===== config.mk =====
export PLATFORM = sky130hd
export DESIGN_NAME = ctp_prep
export DESIGN_NICKNAME = d
export VERILOG_FILES = /design/src/rtl/ctp_pkg.sv /design/src/rtl/ctp_prep.sv
export SDC_FILE = /design/constraint.sdc
export NUM_CORES = 1
export LEC_CHECK = 0
export ABC_AREA = 1
export BUFFER_PORTS_ARGS = -buffer_cell sky130_fd_sc_hd__buf_2
export CAP_MARGIN = 20
export CORE_MARGIN = 2
export CORE_UTILIZATION = 27
export DETAILED_ROUTE_END_ITERATION = 8
export MAX_ROUTING_LAYER = met4
export PLACE_DENSITY_LB_ADDON = 0.05
export SLEW_MARGIN = 5
export SYNTH_ARGS = -nofsm -noshare
export SYNTH_HDL_FRONTEND = slang
export SYNTH_SLANG_ARGS = --single-unit

===== constraint.sdc =====
create_clock -name clk -period 6.9 [get_ports clk]
set_input_delay 1.38 -clock clk [delete_from_list [all_inputs] [get_ports clk]]
set_output_delay 1.38 -clock clk [all_outputs]
set_load 0.005 [all_outputs]

===== src/rtl/ctp_pkg.sv =====
// ctp_pkg: shared types, widths and constants for the cartesian_to_polar block.
// Used by ctp_prep, ctp_stage, ctp_post and the cartesian_to_polar top level.
// No dependencies.
package ctp_pkg;

  localparam int IN_WIDTH    = 16;
  localparam int MAG_WIDTH   = IN_WIDTH + 4;
  localparam int PHASE_WIDTH = 16;

  // CORDIC datapath: components scaled by 2^FRAC_BITS, with headroom for the gain
  localparam int FRAC_BITS = 24;
  localparam int CW        = IN_WIDTH + FRAC_BITS + 3;
  localparam int ZW        = 32;
  localparam int ATAN_LEN  = 24;

  // square root: one result bit per digit, two radicand bits per digit
  localparam int SQ_DIGITS = MAG_WIDTH;
  localparam int REM_W     = SQ_DIGITS + 2;
  localparam int VAL_W     = 2 * SQ_DIGITS;

  localparam int PI_Q13      = 25736;
  localparam int HALF_PI_Q13 = 12868;
  localparam int ROUND_HALF  = 65536;
  localparam int ANGLE_SHIFT = 17;

  // atan(2^-i) in Q30, rounded to nearest
  localparam logic signed [ZW-1:0] ATAN_Q30 [ATAN_LEN] = '{
    32'sd843314857, 32'sd497837829, 32'sd263043837, 32'sd133525159,
    32'sd67021687,  32'sd33543516,  32'sd16775851,  32'sd8388437,
    32'sd4194283,   32'sd2097149,   32'sd1048576,   32'sd524288,
    32'sd262144,    32'sd131072,    32'sd65536,     32'sd32768,
    32'sd16384,     32'sd8192,      32'sd4096,      32'sd2048,
    32'sd1024,      32'sd512,       32'sd256,       32'sd128
  };

  typedef struct packed {
    logic signed [IN_WIDTH-1:0] x_value;
    logic signed [IN_WIDTH-1:0] y_value;
    logic                       last_in;
  } sample_t;

  typedef struct packed {
    logic [MAG_WIDTH-1:0]          magnitude;
    logic signed [PHASE_WIDTH-1:0] phase;
    logic                          last_out;
  } polar_t;

  typedef struct packed {
    logic x_zero;
    logic y_zero;
    logic x_neg;
    logic y_neg;
    logic last;
  } side_t;

  typedef struct packed {
    logic signed [CW-1:0] cx;
    logic signed [CW-1:0] cy;
    logic signed [ZW-1:0] z;
    logic [SQ_DIGITS-1:0] root;
    logic [REM_W-1:0]     rem;
    logic [VAL_W-1:0]     vsh;
    side_t                side;
  } core_t;

endpackage


===== src/rtl/ctp_prep.sv =====
// ctp_prep: front of the pipeline. Folds the vector into the first quadrant,
// squares the components and builds the initial CORDIC / square-root word.
// Depends on ctp_pkg.
module ctp_prep (
  input  logic             clk,
  input  logic             rst,
  input  logic             en,
  input  logic             take,
  input  ctp_pkg::sample_t item,
  output logic             core_valid,
  output ctp_pkg::core_t   core
);

  localparam int W = ctp_pkg::IN_WIDTH;

  // stage 1: absolute values and flags
  logic              p1_valid;
  logic [W-1:0]      ax;
  logic [W-1:0]      ay;
  ctp_pkg::side_t    side1;

  // stage 2: squares
  logic              p2_valid;
  logic [2*W-1:0]    sq_x;
  logic [2*W-1:0]    sq_y;
  logic [W-1:0]      ax2;
  logic [W-1:0]      ay2;
  ctp_pkg::side_t    side2;

  logic [2*W-1:0]    sq_sum;
  ctp_pkg::core_t    core_next;

  always_ff @(posedge clk) begin
    if (rst) begin
      p1_valid   <= 1'b0;
      p2_valid   <= 1'b0;
      core_valid <= 1'b0;
    end else if (en) begin
      p1_valid   <= take;
      p2_valid   <= p1_valid;
      core_valid <= p2_valid;
    end
  end

  always_ff @(posedge clk) begin
    if (en) begin
      ax <= item.x_value[W-1] ? W'(~item.x_value + 1'b1) : item.x_value;
      ay <= item.y_value[W-1] ? W'(~item.y_value + 1'b1) : item.y_value;
      side1.x_zero <= (item.x_value == '0);
      side1.y_zero <= (item.y_value == '0);
      side1.x_neg  <= item.x_value[W-1];
      side1.y_neg  <= item.y_value[W-1];
      side1.last   <= item.last_in;

      sq_x  <= {{W{1'b0}}, ax} * {{W{1'b0}}, ax};
      sq_y  <= {{W{1'b0}}, ay} * {{W{1'b0}}, ay};
      ax2   <= ax;
      ay2   <= ay;
      side2 <= side1;

      core <= core_next;
    end
  end

  always_comb begin
    // x^2 + y^2 never exceeds 2^(2W-1), so the sum fits in 2W bits
    sq_sum = sq_x + sq_y;
    core_next.cx   = $signed({{(ctp_pkg::CW-W-ctp_pkg::FRAC_BITS){1'b0}}, ax2,
                              {ctp_pkg::FRAC_BITS{1'b0}}});
    core_next.cy   = $signed({{(ctp_pkg::CW-W-ctp_pkg::FRAC_BITS){1'b0}}, ay2,
                              {ctp_pkg::FRAC_BITS{1'b0}}});
    core_next.z    = '0;
    core_next.root = '0;
    core_next.rem  = '0;
    core_next.vsh  = {sq_sum, 8'h00};
    core_next.side = side2;
  end

endmodule


==> results.yml, run 1 <==
status:
  status: "complete, no violations"
finish:
  final-seq-area_um2: 6160
  nets: 3859
  nFillCells: 10500
  drive_gt1_share_pct: 5.84
  areaGrowthSynthToFinish_pct: 9.49
  multi_input_area_um2: 15900
  n_antenna_cell: 0
clock_tree:
  cts_tree: "yes"
  path_clk_slew_ns: 0.06
  h-tree-depth: 1
  cts.sinks: 206
  clk_latency_ns: 0.61
  root_buffer: "clkbuf_16"
  clock_path_buffers: 3
  cts_buffers: 28
  post_cts_buffers: 0
  hold_buffers: 0
  cts_resized: 0
setup_path:
  critPathRequiredTime_ns: 7.23
  rr_startpoint: "ax[10]"
  r2r_end: "sq_x[23]"
  critical_path_arrival_ns: 6.48
  reg2reg_depth: 19
  regToRegSetupSlack_ns: 0.75
  worst_setup_path_end_kind: "flop"
  cp_max_fo: 18
  crit_type: "reg2reg"
  cp-start-kind: "flop"
routing:
  highest_layer: "met4"
  routed_wl_um: 68400
  route.detailed.drc: 0
  dr_wl_met2_um: 32200
  vias: 18500
  initialDrtViolationCount: 780
  dr.pass1.iters: 6
  antenna_left: 0
  vias_per_cell: 4.06
  wl_met3_um: 1840
  wl_met1_um: 33200
  wl_per_cell_um: 15.0
place:
  port_buffers: 106
  dp.final_hpwl_um: 57100
  gp_congestion: 0.830
global_route:
  track_usage_pct: 14.7
  grt_pass1_wl_um: 111000
  grt_pass1_vias: 20000
  grt_max_degree: 114
  antenna_found_initial: 0
  grt.overflow.total: 0
synthesis:
  ys.flop_type: "edfxtp_1"
  synth_area_um2: 26100
  synth.largest_area_cell: "fa_1"
  async_flop_share_pct: 0
  synthCells: 3180
  synth_commonest_cells: "inv_1 (870), nand2_1 (843), fa_1 (324)"
  ys_ff_latch: 206
  synth-edff-count: 203
  yosysWarnings: 0
  synthesis.area_per_instance_um2: 8.21
  synthTopCellsByArea: "fa_1 (25%), edfxtp_1 (23%), inv_1 (13%)"
  netlist.area_leader.share_pct: 24.8
  synth_cell_types: 34
  yosysMostFrequentCell: "inv_1"
  seq_area_frac_synth_pct: 23.6
min_path:
  min_path_cells: 0
  hold-path-endpoint: "core[2]"
  hold_path_startpoint: "core_next[2]"
  hold_path_class: "reg2reg"
timing:
  timing.slew.headroom_pct: 27.3
  setup_tns_ns: 0
  timing.fmax_mhz: 163
  slew_violations: 0
  post-route-min-period_ns: 6.15
  setup_viol: 0
  hold_violations: 0
  fin_crit_sh_pct: 89.2
  tightest_slew_ns: 1.09
  fin_skew_ns: 0.0482
  rsz0062_at_grt: "false"
die:
  ios: 243
  fp.dieH_um: 315
  start_util_pct: 27.1
  die_area_um2: 99200
  fp-row-count: 114
  core_um2: 96300
  die_x_um: 315
flow_run:
  max-cap-violations: 0
-- cell families (layout without fill, tap and decap cells) --
family	count (synthesis)	in the layout	share of synthesized area, %
simple gates	1157	1157	17.9
buf+inv	1069	1041	17.3
fa+ha+maj	557	557	36.0
flops	206	206	23.6
compound gates	99	99	2.15
xor+xnor	91	91	3.05
other cells	1	136	0.0144
-- placed cells by master, fill, tap and decap left out, drive strengths merged, types with 2 or more instances in the layout --
master / Yosys / final
a21oi: 66 / 66
a31o: 2 / 2
and2: 2 / 2
buf: 138 / 119
bufinv: 0 / 6
clkbuf: 61 / 32
clkinv: 0 / 12
conb: 1 / 136
dfxtp: 3 / 3
edfxtp: 203 / 203
fa: 324 / 324
ha: 233 / 233
inv: 870 / 872
nand2: 853 / 853
nand3: 104 / 104
nand3b: 5 / 5
nand4: 20 / 20
nor2: 139 / 139
nor3: 24 / 24
nor4: 4 / 4
o21ai: 12 / 12
o21bai: 17 / 17
or2: 6 / 6
xnor2: 13 / 13
xor2: 78 / 78
-- per-stage QoR --
step	instances	util [%]	area, um^2	setup slack [ns]	hold WS, ns
2_1_floorplan	3315	-	26600	1.47	0.400
3_3_place_gp	4511	28.7	27600	0.738	0.401
3_5_place_dp	4511	28.7	27600	0.683	0.405
4_1_cts	4563	29.7	28600	0.702	0.379
5_1_grt	4563	29.7	28600	0.275	0.401
6_report	4563	29.7	28600	0.747	0.388
-- worst max-delay path, stage by stage, from the launching register on --
cell and delay, ns:
edfxtp_1 0.98, nand2_1 0.18, fa_1 0.56, fa_1 0.55, inv_1 0.05, fa_1 0.49
fa_1 0.51, fa_1 0.50, inv_1 0.05, fa_1 0.47, inv_1 0.04, ha_1 0.33
nand2_1 0.16, inv_1 0.07, a21oi_1 0.28, nand3_1 0.30, nand2_1 0.16, nand2_1 0.06
nand2_1 0.05, nand2_1 0.10
-- metal layers --
metal,up-vias,track usage [%]
li1,9293,-
met3,57,1.21
met2,283,24.5
met4,0,2.67
met5,-,-
met1,8912,19.6
-- worst max path at each step --
| stage | start | endpoint | cells past startpoint |
|---|---|---|---|
| floorplan | ax[9] | sq_x[29] | 24 |
| global placement | ay[2] | sq_y[17] | 18 |
| detailed placement | ax[10] | sq_x[23] | 19 |
| CTS | ax[10] | sq_x[23] | 19 |
| global route | ax[10] | sq_x[23] | 19 |
| finish | ax[10] | sq_x[23] | 19 |
-- cell type report --
class	count	area share (%)
clock buffer	32	2.58
clock inverter	20	0.862
inverter	870	11.4
multi-input combinational	2040	55.8
sequential	206	21.5
tap	1276	5.58
timing repair buffer	119	2.28
-- registers in the layout, summed over array words and instances, names as in the netlist --
name,count
core,69
sq_x,31
sq_y,31
ax,16
ay,16
ax2,15
ay2,15
core_next,5
side1,5
core_valid,1
p1_valid,1
p2_valid,1
Power of run 1 is left out: the tool's default activity adds up to more than one toggle a clock period on the data nets, which glitch-free logic cannot reach.
==> run 2, diff against run 1 <==
==> constraint.sdc (replaced) <==
create_clock -name clk -period 6.5 [get_ports clk]
set_input_delay 1.3 -clock clk [delete_from_list [all_inputs] [get_ports clk]]
set_output_delay 1.3 -clock clk [all_outputs]
set_load 0.005 [all_outputs]
==> run 2 against run 1 <==
Die area did not move. Critical endpoint is now sq_x[29]. Cell count rose by 0.44%. Critical path type unchanged. Utilization rose by 0.057 points.
==> results.yml, run 2 (synthesis gave the netlist of run 1 again) <==
timing:
  timing.slew.headroom_pct: 34.6
  slew_violations: 0
  post-route-min-period_ns: 6.06
  tightest_slew_ns: 0.981
  fin_crit_sh_pct: 93.2
  timing.fmax_mhz: 165
  fin_skew_ns: 0.0267
  hold_violations: 0
  setup_tns_ns: 0
  setup_viol: 0
  rsz0062_at_grt: "false"
setup_path:
  crit_slowest_cell: "edfxtp_1"
  critPathRequiredTime_ns: 6.80
  cp_max_fo: 17
  regToRegSetupSlack_ns: 0.44
  cp_num_buf_inv: 8
  rr_startpoint: "ax[3]"
  worst_setup_path_end_kind: "flop"
  cp_cell_sequence: "nand2_1 > inv_1 > fa_1 > inv_1 > fa_1 > inv_1 > fa_1 > inv_1 > fa_1 > inv_1 > fa_1 > inv_1 > fa_1 > inv_1 > ha_1 > nand2_2 > inv_1 > a21oi_2 > nand3_1 > nand2_1 > nand3_1 > nand2_1 > nand2_1"
  r2r_end: "sq_x[29]"
  critical_path_cell_count: 23
  cpLargestDelayFamily: "adder cells"
  path_common_cell: "inv_1"
  cp-start-kind: "flop"
  crit_type: "reg2reg"
  critPathMaxStageDelay_ns: 0.66
  reg2reg_depth: 23
  critical_path_arrival_ns: 6.36
clock_tree:
  path_clk_slew_ns: 0.06
  cts_resized: 0
  h-tree-depth: 1
  cts_buffers: 29
  cts_tree: "yes"
  cts.sinks: 206
  clk_latency_ns: 0.58
  clock_path_buffers: 3
  root_buffer: "clkbuf_16"
die:
  start_util_pct: 27.1
  die_area_um2: 99200
  fp.dieH_um: 315
  fp-row-count: 114
  core_um2: 96300
  ios: 243
  die_x_um: 315
routing:
  routed_wl_um: 67800
  wl_met1_um: 33100
  dr_wl_met2_um: 31600
  vias_per_cell: 4.06
  route.detailed.drc: 0
  wl_per_cell_um: 14.8
  highest_layer: "met4"
  initialDrtViolationCount: 872
  wl_met3_um: 2120
  dr.pass1.iters: 5
  antenna_left: 0
  vias: 18600
global_route:
  grt.overflow.total: 0
  grt_pass1_wl_um: 110000
  grt_pass1_vias: 19900
  track_usage_pct: 14.5
  antenna_found_initial: 0
  grt_max_degree: 110
place:
  gp_congestion: 0.838
  port_buffers: 106
  dp.final_hpwl_um: 57700
finish:
  top_regs: "core: 69 flops, sq_x: 31 flops, sq_y: 31 flops"
  top_register: "core"
  layout_commonest_cell: "inv_1"
  areaGrowthSynthToFinish_pct: 9.70
  largest_reg_flops: 69
  n_antenna_cell: 0
  nets: 3880
  drive_gt1_share_pct: 6.35
  final_cell_mix: "inv_1 (870), nand2_1 (843), fa_1 (324), ha_1 (233), edfxtp_1 (203)"
min_path:
  hold-path-endpoint: "core[196]"
  hold_path_startpoint: "ax2[10]"
  hold_path_class: "reg2reg"
  min_path_cells: 0
flow_run:
  max-cap-violations: 0
status:
  status: "complete, no violations"
[run 2: cell types whose count changed in the layout (fill, tap and decap cells not counted)]
cell / previous run / this run
bufinv_16: 6 / 2
clkinv_4: 0 / 2
buf_4: 12 / 32
clkinv_1: 9 / 8
clkbuf_1: 3 / 6
[run 2: final cells by class]
cell class	count	area, um^2
inverters	870	3270
clock inverters	17	140
multi-input cells	2040	15900
well taps	1276	1600
repair buffers	139	801
fillers	10500	67600
flip-flops and latches	206	6160
clock buffers	35	748
[run 2: worst max path at each step]
stage                          end  slack [ns]   from
after global routing      sq_x[23]        0.04  ax[4]
after floorplan           sq_x[29]        1.07  ax[9]
after detailed placement  sq_x[23]        0.35  ax[7]
final                     sq_x[29]        0.44  ax[3]
after CTS                 sq_x[23]        0.40  ax[7]
after global placement    sq_x[29]        0.37  ax[3]
[run 2: through the flow]
stage / util [%] / worst slack (ns) / std cells / hold slack (ns) / area [um^2]
after floorplan: - / 1.07 / 3315 / 0.400 / 26600
after global placement: 28.8 / 0.372 / 4528 / 0.402 / 27700
after detailed placement: 28.8 / 0.354 / 4528 / 0.405 / 27700
after CTS: 29.7 / 0.401 / 4580 / 0.418 / 28600
after global routing: 29.8 / 0.0381 / 4583 / 0.422 / 28700
final: 29.8 / 0.443 / 4583 / 0.415 / 28700
[run 2: metal layers]
metal | track usage (%) | vias up
met1 | 19.8 | 8951
li1 | - | 9337
met3 | 1.42 | 49
met2 | 23.7 | 286
met5 | - | -
met4 | 2.39 | 0
[run 2: repair_timing]
item                                    CTS  global route
setup buffers                             0             3
endpoints found under the setup margin    0             2
hold buffers                              0             0
Power of run 2 is left out for the same reason.
