**src/rtl/ctp_pkg.sv**
```systemverilog
// ctp_pkg: shared types, widths and constants for the cartesian_to_polar block.
// Used by ctp_prep, ctp_stage, ctp_post and the cartesian_to_polar top level.
// No dependencies.
package ctp_pkg;

  localparam int IN_WIDTH    = 16;
  localparam int MAG_WIDTH   = IN_WIDTH + 4;
  localparam int PHASE_WIDTH = 16;

  // CORDIC datapath: components scaled by 2^FRAC_BITS, with headroom for the gain
  localparam int FRAC_BITS = 24;
  localparam int CW        = IN_WIDTH + FRAC_BITS + 3;
  localparam int ZW        = 32;
  localparam int ATAN_LEN  = 24;

  // square root: one result bit per digit, two radicand bits per digit
  localparam int SQ_DIGITS = MAG_WIDTH;
  localparam int REM_W     = SQ_DIGITS + 2;
  localparam int VAL_W     = 2 * SQ_DIGITS;

  localparam int PI_Q13      = 25736;
  localparam int HALF_PI_Q13 = 12868;
  localparam int ROUND_HALF  = 65536;
  localparam int ANGLE_SHIFT = 17;

  // atan(2^-i) in Q30, rounded to nearest
  localparam logic signed [ZW-1:0] ATAN_Q30 [ATAN_LEN] = '{
    32'sd843314857, 32'sd497837829, 32'sd263043837, 32'sd133525159,
    32'sd67021687,  32'sd33543516,  32'sd16775851,  32'sd8388437,
    32'sd4194283,   32'sd2097149,   32'sd1048576,   32'sd524288,
    32'sd262144,    32'sd131072,    32'sd65536,     32'sd32768,
    32'sd16384,     32'sd8192,      32'sd4096,      32'sd2048,
    32'sd1024,      32'sd512,       32'sd256,       32'sd128
  };

  typedef struct packed {
    logic signed [IN_WIDTH-1:0] x_value;
    logic signed [IN_WIDTH-1:0] y_value;
    logic                       last_in;
  } sample_t;

  typedef struct packed {
    logic [MAG_WIDTH-1:0]          magnitude;
    logic signed [PHASE_WIDTH-1:0] phase;
    logic                          last_out;
  } polar_t;

  typedef struct packed {
    logic x_zero;
    logic y_zero;
    logic x_neg;
    logic y_neg;
    logic last;
  } side_t;

  typedef struct packed {
    logic signed [CW-1:0] cx;
    logic signed [CW-1:0] cy;
    logic signed [ZW-1:0] z;
    logic [SQ_DIGITS-1:0] root;
    logic [REM_W-1:0]     rem;
    logic [VAL_W-1:0]     vsh;
    side_t                side;
  } core_t;

endpackage

```
**src/rtl/ctp_post.sv**
```systemverilog
// ctp_post: rounds the CORDIC angle to Q13, clamps it to the first quadrant and
// maps it to the true quadrant, with the zero-axis special cases.
// Depends on ctp_pkg.
module ctp_post (
  input  logic            clk,
  input  logic            rst,
  input  logic            en,
  input  logic            up_valid,
  input  ctp_pkg::core_t  up,
  output logic            res_valid,
  output ctp_pkg::polar_t res
);

  localparam int ZW = ctp_pkg::ZW;
  localparam int PW = ctp_pkg::PHASE_WIDTH;
  localparam int AW = ZW + 1 - ctp_pkg::ANGLE_SHIFT;

  logic signed [ZW:0]   z_round;
  logic signed [AW-1:0] a_raw;
  logic signed [PW-1:0] alpha_next;

  logic                             q1_valid;
  logic signed [PW-1:0]             alpha;
  logic [ctp_pkg::MAG_WIDTH-1:0]    mag;
  ctp_pkg::side_t                   side;

  logic signed [PW-1:0] pi_c;
  logic signed [PW-1:0] half_c;
  ctp_pkg::polar_t      res_next;

  always_comb begin
    z_round = {up.z[ZW-1], up.z} + (ZW+1)'(ctp_pkg::ROUND_HALF);
    a_raw   = z_round[ZW:ctp_pkg::ANGLE_SHIFT];
    if (a_raw < 0) begin
      alpha_next = '0;
    end else if (a_raw > AW'(ctp_pkg::HALF_PI_Q13)) begin
      alpha_next = PW'(ctp_pkg::HALF_PI_Q13);
    end else begin
      alpha_next = PW'(a_raw);
    end
  end

  always_comb begin
    pi_c   = PW'(ctp_pkg::PI_Q13);
    half_c = PW'(ctp_pkg::HALF_PI_Q13);
    res_next.magnitude = mag;
    res_next.last_out  = side.last;
    if (side.x_zero && side.y_zero) begin
      res_next.phase = '0;
    end else if (side.x_zero) begin
      res_next.phase = side.y_neg ? -half_c : half_c;
    end else if (side.y_zero) begin
      // negative real axis maps to +pi, never -pi
      res_next.phase = side.x_neg ? pi_c : '0;
    end else if (!side.x_neg) begin
      res_next.phase = side.y_neg ? -alpha : alpha;
    end else begin
      res_next.phase = side.y_neg ? (alpha - pi_c) : (pi_c - alpha);
    end
  end

  always_ff @(posedge clk) begin
    if (rst) begin
      q1_valid  <= 1'b0;
      res_valid <= 1'b0;
    end else if (en) begin
      q1_valid  <= up_valid;
      res_valid <= q1_valid;
    end
  end

  always_ff @(posedge clk) begin
    if (en) begin
      alpha <= alpha_next;
      mag   <= up.root;
      side  <= up.side;
      res   <= res_next;
    end
  end

  a_phase_range: assert property (@(posedge clk) disable iff (rst)
    res_valid |-> ((res.phase <= PW'(ctp_pkg::PI_Q13)) &&
                   (res.phase >= -(PW'(ctp_pkg::PI_Q13)))))
    else $error("phase outside [-pi, pi]");

endmodule

```
**config.mk**
```make
export PLATFORM = sky130hd
export DESIGN_NAME = ctp_post
export DESIGN_NICKNAME = d
export VERILOG_FILES = /design/src/rtl/ctp_pkg.sv /design/src/rtl/ctp_post.sv
export SDC_FILE = /design/constraint.sdc
export NUM_CORES = 1
export LEC_CHECK = 0
export ABC_AREA = 1
export BUFFER_PORTS_ARGS = -buffer_cell sky130_fd_sc_hd__buf_2
export CORE_MARGIN = 2
export CORE_UTILIZATION = 44
export DETAILED_ROUTE_END_ITERATION = 12
export HOLD_SLACK_MARGIN = 0.05
export PLACE_DENSITY = 0.91
export SETUP_SLACK_MARGIN = 0.02
export SYNTH_ARGS = -nofsm -noshare
export SYNTH_HDL_FRONTEND = slang
export SYNTH_SLANG_ARGS = --single-unit
```
**constraint.sdc**
```tcl
create_clock -name clk -period 2.51 [get_ports clk]
set_input_delay 0.1255 -clock clk [delete_from_list [all_inputs] [get_ports clk]]
set_output_delay 0.1255 -clock clk [all_outputs]
set_load 0.005 [all_outputs]
```
==> flow_metrics.py, run 1 <==
metrics = {
    "synth": {
        "netlist.top_cell.by_area": "sky130_fd_sc_hd__edfxtp_1",
        "synth_most_common_cell": "sky130_fd_sc_hd__nand2_1",
        "synth.distinct_cells": 33,
        "async_flop_share_pct": 0,
        "synth_cells": 471,
        "synth_top_flop_cell": "sky130_fd_sc_hd__edfxtp_1",
        "syn_area_cell_um2": 8.93,
        "synth.top_cells.by_area": "sky130_fd_sc_hd__edfxtp_1, sky130_fd_sc_hd__nand2_1, sky130_fd_sc_hd__inv_1",
        "synth_top_cells_by_count": "sky130_fd_sc_hd__nand2_1, sky130_fd_sc_hd__edfxtp_1, sky130_fd_sc_hd__inv_1, sky130_fd_sc_hd__nor2_1, sky130_fd_sc_hd__nand3_1",
        "yosysWarningCount": 0,
        "yosysSeqAreaShare_pct": 56.6,
        "synth.top_cell.area_share_pct": 55.7,
        "number_of_synthesized_register_bits": 80,
        "netlist_area_um2": 4210,
        "synth-edff-count": 78,
    },
    "global_route": {
        "grt.overflow.total": 0,
        "antenna_violations_before_repair": 0,
        "grt_start_max_net_pins": 57,
        "number_of_global_route_vias_before_repair": 3432,
        "grt_first_pass_wirelength_mm": 15.8,
        "overall_global_routing_resource_usage_pct": 19.8,
    },
    "timing": {
        "fin_ws_ns": 0.284,
        "fmax_ghz": 0.449,
        "setup-violations-final": 0,
        "hold_violations": 0,
        "finalMaxSlewViolations": 0,
        "finalSetupTns_ns": 0,
        "post-route-period-util_pct": 88.7,
        "min_period_ns": 2.23,
        "rsz_0062_raised_after_global_routing": "no",
        "relSlewSlack_pct": 49.3,
        "skew_ns": 0.0125,
        "timing_worst_slew_pin_value_ns": 0.758,
    },
    "cells_and_area": {
        "areaGrowthSynthToFinish_pct": 26.1,
        "final_layout_size_suffix_gt1_share_pct": 21.5,
        "nets": 809,
        "antenna-diode-count": 0,
        "layoutNonFillerInstCount": 729,
        "fillers": 791,
        "final_util_pct": 57.4,
    },
    "die": {
        "floorplan.core_area_um2": 9240,
        "start_util_pct": 45.5,
        "chip_width_um": 102,
        "die-area_um2": 10400,
        "vertical_die_dimension_um": 102,
        "core.rowCount": 35,
        "io_pins": 247,
    },
    "worst_setup_path": {
        "worst-setup-path-type": "flip-flop to flip-flop",
        "critPathLaunchType": "flip-flop",
        "critPathMaxFanout": 6,
        "critical_path_arrival_ns": 2.33,
        "required_ns": 2.61,
        "crit_end_element": "flip-flop",
    },
    "power_and_ir_drop": {
        "design_power_total_mw": 3.12,
        "vdd_drop_max_mv": 0.284,
        "cellLeakagePower_nw": 2.36,
        "power-per-cell-area_nw_per_um2": 588,
    },
    "drt": {
        "routed-via-count": 3725,
        "maxUsedRoutingLayer": "met4",
        "routed-wl-met2_mm": 5.26,
        "detailedRoute.firstIterationViolations": 316,
        "drc_errors": 0,
        "route.final.wire_length_mm": 10.2,
        "viasPerCell": 5.11,
        "met3WireLength_um": 710,
        "route.antenna.remaining_nets": 0,
        "drt-met1-wl_mm": 3.89,
        "drt-pass1-iter-count": 5,
        "routedWlPerCell_um": 13.9,
    },
    "place": {
        "dpl.cell_count": 686,
        "dpl_worst_slack_ns": 0.199,
        "place_congestion": 0.919,
        "place_hpwl_mm": 7.47,
        "portBuffers": 82,
    },
    "clocking": {
        "clock_insertion_delay_worst_skew_ns": 0.35,
        "clk_path_buf_depth": 2,
        "tritoncts": "done",
        "tritoncts.num_buffers": 9,
        "cts.htree.levels": 3,
        "post-cts-setup-buffer-count": 0,
        "clock-root-buffer": "sky130_fd_sc_hd__clkbuf_8",
        "total_number_of_clock_tree_sinks": 80,
        "clk_pin_slew_ns": 0.08,
    },
    "run": {
        "drv.max_cap_violation_count": 0,
    },
    "hold_path": {
        "worstHoldPathType": "input port to flip-flop",
    },
    "status": {
        "run_status": "finished, final reports clean",
    },
}
placed cells by master, fill, tap and decap left out, types with 3 or more instances in the layout:
cell,netlist,layout
sky130_fd_sc_hd__nor2_2,10,10
sky130_fd_sc_hd__ha_1,5,5
sky130_fd_sc_hd__nor2_1,49,49
sky130_fd_sc_hd__nand2_1,119,119
sky130_fd_sc_hd__nand3b_1,3,3
sky130_fd_sc_hd__edfxtp_1,78,78
sky130_fd_sc_hd__nor3_1,6,6
sky130_fd_sc_hd__clkbuf_8,0,9
sky130_fd_sc_hd__nand4_1,16,16
sky130_fd_sc_hd__buf_2,0,82
sky130_fd_sc_hd__inv_2,4,4
sky130_fd_sc_hd__xor2_1,3,3
sky130_fd_sc_hd__buf_4,0,6
sky130_fd_sc_hd__dlygate4sd3_1,0,27
sky130_fd_sc_hd__nand3_1,33,33
sky130_fd_sc_hd__o21ai_0,28,27
sky130_fd_sc_hd__inv_1,60,60
sky130_fd_sc_hd__a21oi_1,25,25
through the flow:
step | hold WS (ns) | area [um2]
floorplan | 0.195 | 4210
global placement | 0.293 | 4830
detailed placement | 0.304 | 4830
CTS | 0.211 | 5310
global route | 0.261 | 5310
finish | 0.229 | 5310
area by class of cell:
cell class | count | area, um2 | share of cell area, %
clock buffers | 9 | 124 | 2.33
clock inverters | 7 | 80.1 | 1.51
inverters | 64 | 240 | 4.53
multi-input cells | 324 | 1570 | 29.7
flip-flops and latches | 80 | 2380 | 44.9
well taps | 129 | 161 | 3.04
repair buffers | 116 | 746 | 14.0
cell families after synthesis:
kind of cell / Yosys count / share of synthesized area (%)
other: 1 / 0.0891
xor gates and xnor gates: 3 / 0.625
AOI/OAI and AO/OA: 67 / 8.65
DFF: 80 / 56.6
and+or+nand+nor: 247 / 26.5
adders and majority gates: 5 / 1.49
buffers and inverters: 68 / 6.07
worst max-delay path, cell delays in order (launching register included):
cell	delay [ns]
sky130_fd_sc_hd__edfxtp_1	0.51
sky130_fd_sc_hd__inv_1	0.20
sky130_fd_sc_hd__ha_1	0.21
sky130_fd_sc_hd__inv_1	0.07
sky130_fd_sc_hd__o21ai_1	0.20
sky130_fd_sc_hd__nand2_1	0.14
sky130_fd_sc_hd__o21ai_0	0.19
sky130_fd_sc_hd__nand3_1	0.10
sky130_fd_sc_hd__nand2_1	0.09
sky130_fd_sc_hd__xor2_1	0.18
sky130_fd_sc_hd__a21oi_1	0.08
final timing paths:
kind	from	end	slack (ns)	cells past startpoint
setup / recovery	alpha[3]	res[10]	0.28	10
hold / removal	up[107]	alpha[3]	0.23	3
setup reg to reg	alpha[3]	res[10]	0.28	10
hold reg to reg	res_next[0]	res[0]	0.43	0
routing by layer:
layer	GRT usage [%]	vias up
met5	0	-
met4	10.3	0
met3	3.17	25
met2	34.8	175
met1	23.3	1684
li1	-	1841
registers in the layout, indices dropped and copies added, names as in the netlist:
signal	count
res_valid	1
res	37
side	4
q1_valid	1
alpha	16
res_next	1
mag	20
timing repair:
item | in CTS | in global routing
setup endpoints to repair | 0 | 2
hold endpoints to repair | 27 | 0
hold buffers | 27 | 0
gates resized for setup | 0 | 1
where the power goes:
group / switching, mW / internal (mW) / leakage [nW]
clock: 0.482 / 0.471 / 0.102
combinational: 0.318 / 0.201 / 1.47
sequential: 0.0565 / 1.59 / 0.785
total: 0.856 / 2.26 / 2.36
Note: power is estimated with default switching activity, not from simulation.
==> run 2: changes to the inputs <==
--- a/config.mk
+++ b/config.mk
@@ -5,9 +5,9 @@
 export SDC_FILE = /design/constraint.sdc
 export NUM_CORES = 1
 export LEC_CHECK = 0
-export ABC_AREA = 1
+export ABC_AREA = 0
 export BUFFER_PORTS_ARGS = -buffer_cell sky130_fd_sc_hd__buf_2
-export CORE_MARGIN = 2
+export CORE_MARGIN = 1.5
 export CORE_UTILIZATION = 44
 export DETAILED_ROUTE_END_ITERATION = 12
 export HOLD_SLACK_MARGIN = 0.05
==> constraint.sdc (replaced) <==
create_clock -name clk -period 2.4 [get_ports clk]
set_input_delay 0.12 -clock clk [delete_from_list [all_inputs] [get_ports clk]]
set_output_delay 0.12 -clock clk [all_outputs]
set_load 0.005 [all_outputs]
==> flow_metrics.py, run 2 <==
metrics = {
    "worst_setup_path": {
        "crit_end_element": "flip-flop",
        "critical_path.endpoint": "res[13]",
        "required_ns": 2.49,
        "worst_reg2reg_path_depth": 10,
        "crit-reg2reg-launch": "alpha[1]",
        "timing.critical_path.from": "alpha[1]",
        "reg2reg_to": "res[13]",
        "worst-setup-path-type": "flip-flop to flip-flop",
        "critPathLaunchType": "flip-flop",
        "r2r_slack_ns": -0.08,
        "critPathMaxFanout": 2,
        "critical_path_arrival_ns": 2.56,
    },
    "timing": {
        "relSlewSlack_pct": 47.1,
        "rsz_0062_raised_after_global_routing": "yes",
        "post-route-period-util_pct": 103,
        "setup-violations-final": 3,
        "timing_worst_slew_pin_value_ns": 0.783,
        "min_period_ns": 2.48,
        "fin_ws_ns": -0.0759,
        "hold_violations": 0,
        "finalMaxSlewViolations": 0,
        "skew_ns": 0.0164,
        "fmax_ghz": 0.404,
    },
    "global_route": {
        "number_of_global_route_vias_before_repair": 3279,
        "antenna_violations_before_repair": 0,
        "grt_start_max_net_pins": 47,
        "grt_first_pass_wirelength_mm": 15.4,
        "overall_global_routing_resource_usage_pct": 19.3,
        "grt.overflow.total": 0,
    },
    "drt": {
        "drc_errors": 0,
        "routed-via-count": 3509,
        "viasPerCell": 5.42,
        "routedWlPerCell_um": 15.2,
        "detailedRoute.firstIterationViolations": 175,
        "route.final.wire_length_mm": 9.84,
        "drt-pass1-iter-count": 5,
        "route.antenna.remaining_nets": 0,
    },
    "clocking": {
        "clk_path_buf_depth": 2,
        "tritoncts.num_buffers": 9,
        "total_number_of_clock_tree_sinks": 80,
        "cts.htree.levels": 3,
        "clk_pin_slew_ns": 0.08,
        "tritoncts": "done",
        "clock-root-buffer": "sky130_fd_sc_hd__clkbuf_8",
        "clock_insertion_delay_worst_skew_ns": 0.35,
    },
    "run": {
        "drv.max_cap_violation_count": 0,
    },
    "die": {
        "core.rowCount": 35,
        "io_pins": 247,
        "floorplan.core_area_um2": 9280,
        "start_util_pct": 45.6,
        "chip_width_um": 101,
        "die-area_um2": 10200,
        "vertical_die_dimension_um": 101,
    },
    "place": {
        "place_hpwl_mm": 6.67,
        "place_congestion": 0.948,
        "dpl_worst_slack_ns": -0.127,
        "portBuffers": 82,
    },
    "synth": {
        "yosysWarningCount": 0,
        "syn_area_cell_um2": 11.5,
        "synth_cells": 370,
        "netlist_area_um2": 4240,
        "yosysSeqAreaShare_pct": 56.2,
        "netlist.top_cell.by_area": "sky130_fd_sc_hd__edfxtp_1",
        "synth_top_flop_cell": "sky130_fd_sc_hd__edfxtp_1",
        "synth_most_common_cell": "sky130_fd_sc_hd__edfxtp_1",
        "async_flop_share_pct": 0,
        "synth.top_cell.area_share_pct": 55.3,
        "synth-edff-count": 78,
        "number_of_synthesized_register_bits": 80,
        "synth_top_cells_by_count": "sky130_fd_sc_hd__edfxtp_1, sky130_fd_sc_hd__nand2_1, sky130_fd_sc_hd__a21oi_1, sky130_fd_sc_hd__clkbuf_1",
        "synth.top_cells.by_area": "sky130_fd_sc_hd__edfxtp_1, sky130_fd_sc_hd__xnor2_1, sky130_fd_sc_hd__a21oi_1",
        "synth.distinct_cells": 69,
    },
    "cells_and_area": {
        "fillers": 783,
        "final_cell_mix": "sky130_fd_sc_hd__buf_2, sky130_fd_sc_hd__edfxtp_1, sky130_fd_sc_hd__buf_4",
        "largest-register": "res",
        "top_regs": "res (37), mag (20), alpha (16)",
        "mostFrequentLayoutCell": "sky130_fd_sc_hd__buf_2",
        "largest_register_ffs": 37,
        "areaGrowthSynthToFinish_pct": 33.4,
        "final_util_pct": 60.9,
        "antenna-diode-count": 0,
        "final_layout_size_suffix_gt1_share_pct": 34.9,
        "nets": 727,
    },
    "power_and_ir_drop": {
        "cellLeakagePower_nw": 2.17,
        "design_power_total_mw": 3.21,
        "vdd_drop_max_mv": 0.271,
        "power-per-cell-area_nw_per_um2": 569,
    },
    "status": {
        "run_status": "finished, violations left",
        "violations_in_the_final_reports": "setup timing",
    },
    "hold_path": {
        "worstHoldPathType": "input port to flip-flop",
    },
}
==> run 2: cell types whose count changed in the layout (fill, tap and decap cells not counted), sizes merged, moves of 7 or more <==
cell	previous run	this run
nand2	122	29
inv	66	10
buf	89	132
nor2	61	19
nand3	35	10
xnor2	0	19
o21ai	29	18
nand4	17	7
nor4	0	9
xor2	3	11
a31oi	1	8
nor3	6	13
==> run 2: worst min-delay path by stage <==
stage	start	end	slack, ns	depth (start not counted)
floorplan	rst	q1_valid	0.19	1
global placement	rst	res_valid	0.29	2
detailed placement	up[83]	mag[16]	0.30	1
CTS	up[118]	alpha[11]	0.15	2
global route	up[118]	alpha[11]	0.17	2
finish	up[118]	alpha[11]	0.17	2
==> run 2: power by group <==
group	switching (mW)	total [mW]	internal (mW)
combinational	0.324	0.618	0.294
sequential	0.0617	1.73	1.66
clock	0.490	0.872	0.382
==> run 2: area by class of cell <==
type,count,area [um2],area share (%)
flip-flops and latches,80,2380,42.1
multi-input cells,255,1830,32.4
repair buffers,159,1070,19.0
well taps,129,161,2.85
clock buffers,9,124,2.19
clock inverters,7,53.8,0.952
inverters,8,30.0,0.531
==> run 2: stage by stage <==
step	hold slack [ns]	cell area, um2	instances	TNS (ns)
global placement	0.290	5040	599	-0.139
global route	0.169	5650	647	-0.612
floorplan	0.192	4250	371	0
CTS	0.153	5560	643	-0.0148
detailed placement	0.298	5040	599	-0.274
finish	0.166	5650	647	-0.122
==> run 2: layer usage <==
| layer | global-route usage [%] | share of wire, % |
|---|---|---|
| met1 | 23.4 | 42 |
| met2 | 34.3 | 51 |
| met3 | 3.17 | 5.2 |
| met4 | 7.37 | 1.7 |
| met5 | 0 | 0 |
==> run 2: worst max-delay path, cell delays in order, from the launching register on <==
cell and delay [ns]:
sky130_fd_sc_hd__edfxtp_1 0.40, sky130_fd_sc_hd__inv_2 0.09, sky130_fd_sc_hd__ha_4 0.14, sky130_fd_sc_hd__buf_6 0.10
sky130_fd_sc_hd__nand2b_4 0.06, sky130_fd_sc_hd__a2111oi_4 0.36, sky130_fd_sc_hd__nand2b_4 0.19, sky130_fd_sc_hd__a21boi_2 0.05
sky130_fd_sc_hd__o21ai_1 0.19, sky130_fd_sc_hd__o41ai_1 0.10, sky130_fd_sc_hd__or4_1 0.53
==> run 2: cells by family after synthesis <==
group	share of synthesized area, %
AND/OR/NAND/NOR	16.3
AO/OA/AOI/OAI	15.1
flip-flops	56.2
buffers and inverters	3.57
XOR/XNOR	6.20
adder cells (fa/ha/maj)	1.48
multiplexers	0.974
other	0.0885
==> run 2: timing repair <==
| item | in CTS | in global routing |
|---|---|---|
| pin swaps | 4 | 9 |
| hold buffers | 27 | 0 |
| buffers inserted | 1 | 5 |
| gates resized for setup | 15 | 17 |
| hold endpoints to repair | 27 | 0 |
| endpoints found under the setup margin | 8 | 8 |
